<file path="src/rtl/core/ssc_pkg.sv">
`timescale 1ns / 1ps
// ----------------------------------------------------------------------------
// ssc_pkg
// Shared types and constants of the sphere-sphere contact point block.
// ----------------------------------------------------------------------------
package ssc_pkg;

  localparam int FIFO_DEPTH = 4;
  localparam int DIV_STEPS  = 32;

  // front-end word: centres of the first sphere, centre differences, first radius and radius sum
  typedef struct packed {
    logic [2:0][31:0] a;
    logic [2:0][32:0] d;
    logic [30:0]      r1;
    logic [31:0]      s;
  } front_t;

  // one stage of the contact-point divider pipeline
  typedef struct packed {
    logic             valid;
    logic             hit;
    logic             szero;
    logic [2:0]       neg;
    logic [2:0][31:0] a;
    logic [31:0]      s;
    logic [2:0][31:0] rem;
    logic [2:0][31:0] lo;
  } div_t;

endpackage

</file>
<file path="src/rtl/core/ssc_front.sv">
`timescale 1ns / 1ps
// ----------------------------------------------------------------------------
// ssc_front
// Accepts sphere pairs, forms centre differences and radius sum.
// ----------------------------------------------------------------------------
module ssc_front (
  input  logic            clk,
  input  logic            rst_n,
  input  logic            in_tvalid,
  output logic            in_tready,
  input  logic [255:0]    in_tdata,
  output logic            push_valid,
  input  logic            push_ready,
  output ssc_pkg::front_t push_data
);

  logic            v_r;
  logic            v_nxt;
  ssc_pkg::front_t w_r;
  ssc_pkg::front_t w_nxt;
  logic [2:0][31:0] b;
  logic [2:0][31:0] a;
  logic [30:0]      r1;
  logic [30:0]      r2;

  assign a[0] = in_tdata[31:0];
  assign a[1] = in_tdata[63:32];
  assign a[2] = in_tdata[95:64];
  assign r1   = in_tdata[126:96];
  assign b[0] = in_tdata[158:127];
  assign b[1] = in_tdata[190:159];
  assign b[2] = in_tdata[222:191];
  assign r2   = in_tdata[253:223];

  assign in_tready  = !v_r || push_ready;
  assign push_valid = v_r;
  assign push_data  = w_r;

  always_comb begin
    v_nxt = v_r;
    w_nxt = w_r;
    if (in_tready) begin
      v_nxt = in_tvalid;
      w_nxt.a  = a;
      w_nxt.r1 = r1;
      w_nxt.s  = {1'b0, r1} + {1'b0, r2};
      for (int i = 0; i < 3; i++) begin
        w_nxt.d[i] = {b[i][31], b[i]} - {a[i][31], a[i]};
      end
    end
  end

  always_ff @(posedge clk) begin
    if (!rst_n) begin
      v_r <= 1'b0;
    end else begin
      v_r <= v_nxt;
    end
    w_r <= w_nxt;
  end

endmodule

</file>
<file path="config.mk">
export PLATFORM = sky130hd
export DESIGN_NAME = ssc_front
export DESIGN_NICKNAME = d
export VERILOG_FILES = /design/src/rtl/core/ssc_pkg.sv /design/src/rtl/core/ssc_front.sv
export SDC_FILE = /design/constraint.sdc
export NUM_CORES = 1
export LEC_CHECK = 0
export ABC_AREA = 1
export BUFFER_PORTS_ARGS = -buffer_cell sky130_fd_sc_hd__buf_2
export CORE_UTILIZATION = 40
export DETAILED_ROUTE_END_ITERATION = 12
export GPL_ROUTABILITY_DRIVEN = 0
export PLACE_DENSITY_LB_ADDON = 0.1
export SYNTH_ARGS = -nofsm -noshare
export SYNTH_HDL_FRONTEND = slang
export SYNTH_SLANG_ARGS = --single-unit
</file>
<file path="constraint.sdc">
create_clock -name clk -period 7.8 [get_ports clk]
set_clock_uncertainty 0.05 [all_clocks]
set_input_delay 1.17 -clock clk [delete_from_list [all_inputs] [get_ports clk]]
set_output_delay 1.17 -clock clk [all_outputs]
set_load 0.01 [all_outputs]
</file>
==> key figures <==
Global routing
  – Initial antenna violation count: 7
  – Global-route wire length before repair: 79.90 mm
  – Tot GR Track Use: 22.67%
  – Pin count of the biggest net entering global routing: 79
  – Vias in the first global route: 15630
  – Gr ovfl total: 0

Synth
  – Syn Nets: 2800
  – Syn Inst Count: 2409
  – Multiplexer share of the synthesized area: 0%
  – Post-synthesis xor/xnor area fraction: 2.960%
  – Compound-Gate Fraction of Synth Area: 2.791%
  – Cell variety after synth: 26
  – Number of synthesized register bits: 259
  – Yosys warnings: 0
  – Post-synthesis instance area: 17750 um^2
  – Register area share after synthesis: 43.75%
  – Combinational family with the most area after synthesis: simple AND/OR/NAND/NOR gates
  – Post-synthesis simple-gate area fraction: 28.69%
  – Mean area per synthesized cell: 7.370 um^2
  – Post-Synth Adder-Cell Area: 9.401%

Detailed routing
  – Via density: 4.543
  – Drt pass-1 iters: 5
  – Drt first-iter violations: 1008
  – Post-Route WL: 52.34 mm
  – Vias: 16230
  – DRC Markers: 0
  – Routed WL per cell: 14.65 um
  – Final ANT Viol Nets: 0

Pwr
  – Internal power: 3.025 mW
  – Sw Share: 31.19%
  – PD cells: 198.8 nW/um^2
  – Combinational Power Share: 26.2%
  – VDD IR-drop max: 162.5 uV
  – Flop pwr share: 41.1%
  – NetSw: 1.372 mW
  – Clock share of power: 32.8%
  – Leak: 12.92 nW

Setup path
  – Crit Path Category: primary input to primary output
  – CP Data Required Time: 6.58 ns
  – Crit path max-delay family: buffers and inverters
  – Crit end category: primary output
  – CP startpoint kind: primary input
  – Worst path cell trace: buf_2 > inv_1 > nand2_8 > buf_2
  – WP buf/inv: 3
  – Slowest-stage cell, CP: nand2_8
  – CP most frequent cell: buf_2
  – Critical path fanouts, max: 78
  – CP max stage delay: 0.38 ns
  – Crit path DAT: 2.08 ns

Place
  – Dpl cell area: 21100 um^2
  – Port Buffers: 517
  – Detailed placement HPWL: 43.53 mm

STA
  – Shortest period the worst path allows: 3.300 ns
  – Max Freq: 303.1 MHz
  – Fin crit share: 42.30%
  – Slew margin rel.: 39.02%
  – Setup TNS: 0 ns
  – Final slew viol count: 0
  – Fin. Hold Viols: 0
  – Final setup viols: 0
  – RSZ-0062 raised after global routing: no
  – Worst slew pin tran: 0.9147 ns

Die
  – Row count: 76
  – Starting Density: 40.86%
  – IO Count: 520
  – Die W: 212.7 um
  – Die height: 212.7 um
  – Core area: 43460 um^2
  – Die ar.: 45230 um^2

Cells and area
  – Number of fillers in the final layout: 4456
  – Final Cell Area: 22110 um^2
  – P&R area growth vs syn: 24.54%
  – Fraction of layout cells with a size suffix above 1: 20.05%
  – Commonest non-fill, non-tap cell in the layout: nand2_1
  – Commonest cells after routing, fill and taps aside: 950 x nand2_1, 582 x inv_1, 517 x buf_2
  – Nets: 3351

Clock network
  – Post-CTS Setup Repair Bufs: 0
  – Hold buffer count at cts: 0
  – Root buffer cell: clkbuf_16
  – TritonCTS clock tree: built
  – # resized after CTS: 0
  – Maximum root-to-sink buffer count: 3
  – Clock-pin slew on the worst setup and hold paths: 0.06 ns
  – Skew-Pair Late Insertion Delay: 0.57 ns
  – TritonCTS Buffers: 31
  – Clock sinks: 259
  – Clock H-tree levels: 1

Run status
  – Run status: completed

Flow run
  – Max cap viols: 0

Min path
  – Min-Delay Path Class: primary input to flip-flop
==> kinds of logic (layout without fill, tap and decap cells) <==
logic type / after synthesis / after routing
AOI/OAI and AO/OA: 94 / 94
xor gates and xnor gates: 60 / 60
adders and majority gates: 131 / 131
buffers and inverters: 585 / 1159
DFF: 259 / 259
other: 0 / 5
and+or+nand+nor: 1280 / 1280
==> registers in the layout, summed over array words and instances, names as in the netlist <==
| signal | count |
|---|---|
| push_data | 258 |
| push_valid | 1 |
==> metal layers <==
metal,vias to the layer above,track usage (%),share of wire [%]
met4,6,6.946,2.7
met3,88,5.442,7.5
met1,7223,27.68,43
li1,8453,-,-
met2,463,39.31,47
met5,-,0,0.078
==> cell usage after synthesis <==
| cell type | count | area, um^2 |
|---|---|---|
| nand3b_1 | 1 | 7.510 |
| xor2_1 | 54 | 473.0 |
| nand3_1 | 98 | 490.5 |
| inv_2 | 1 | 3.750 |
| a21boi_0 | 1 | 7.510 |
| edfxtp_1 | 258 | 7747 |
| o21ai_0 | 1 | 5.000 |
| buf_4 | 2 | 15.01 |
| fa_1 | 4 | 80.08 |
| xnor2_1 | 6 | 52.55 |
| inv_1 | 582 | 2185 |
| nand4_1 | 16 | 100.1 |
| ha_1 | 127 | 1589 |
| or2_1 | 3 | 18.77 |
| and2_1 | 6 | 37.54 |
| nand3_2 | 1 | 10.01 |
| nand2_2 | 29 | 181.4 |
| o21bai_1 | 5 | 37.54 |
| nor3_1 | 12 | 60.06 |
| a21oi_1 | 83 | 415.4 |
| nor3b_1 | 1 | 7.510 |
| nor2_1 | 161 | 604.3 |
| a21o_1 | 4 | 30.03 |
| nor2_2 | 1 | 6.260 |
| dfxtp_1 | 1 | 20.02 |
| nand2_1 | 951 | 3570 |
==> metrics by stage <==
stage               setup slack (ns)  total power [mW]  hold WS [ns]  cells  utilization, %
CTS                            4.452             4.450        0.6887   3568           50.85
floorplan                      2.288             2.526         1.219   2409               -
finish                         4.500             4.397        0.7360   3573           50.88
global route                   4.415             4.645        0.7057   3572           50.88
global placement               4.028             2.979         1.027   3512           48.55
detailed placement             4.012             2.988         1.059   3512           48.55
==> layout make-up <==
class                           count  area, um^2  area share [%]
Antenna cell                        5       12.51         0.05659
Clock buffer                       34       787.0           3.559
Clock inverter                     22       214.0          0.9676
Inverter                          583        2188           9.897
Multi-Input combinational cell   1565        7800           35.28
Sequential cell                   259        7767           35.13
Tap cell                          585       732.0           3.310
Timing Repair Buffer              520        2610           11.80
==> power groups by stage <==
stage / sequential, mW / clock, mW / combinational [mW]
CTS: 1.81 / 1.48 / 1.16
finish: 1.81 / 1.44 / 1.15
floorplan: 1.94 / 0 / 0.581
detailed placement: 1.83 / 0 / 1.15
global placement: 1.83 / 0 / 1.15
global route: 1.82 / 1.53 / 1.29
==> final timing paths <==
check                                       to         start  cells past startpoint  slack (ns)
worst max register to register   push_data[77]    push_valid                      3        5.00
worst min register to register      push_valid    push_valid                      2        1.02
worst max-delay path                 in_tready    push_ready                      4        4.50
worst min-delay path            push_data[204]  in_tdata[42]                      1        0.74
No activity file was read; power rests on OpenSTA's default activity.
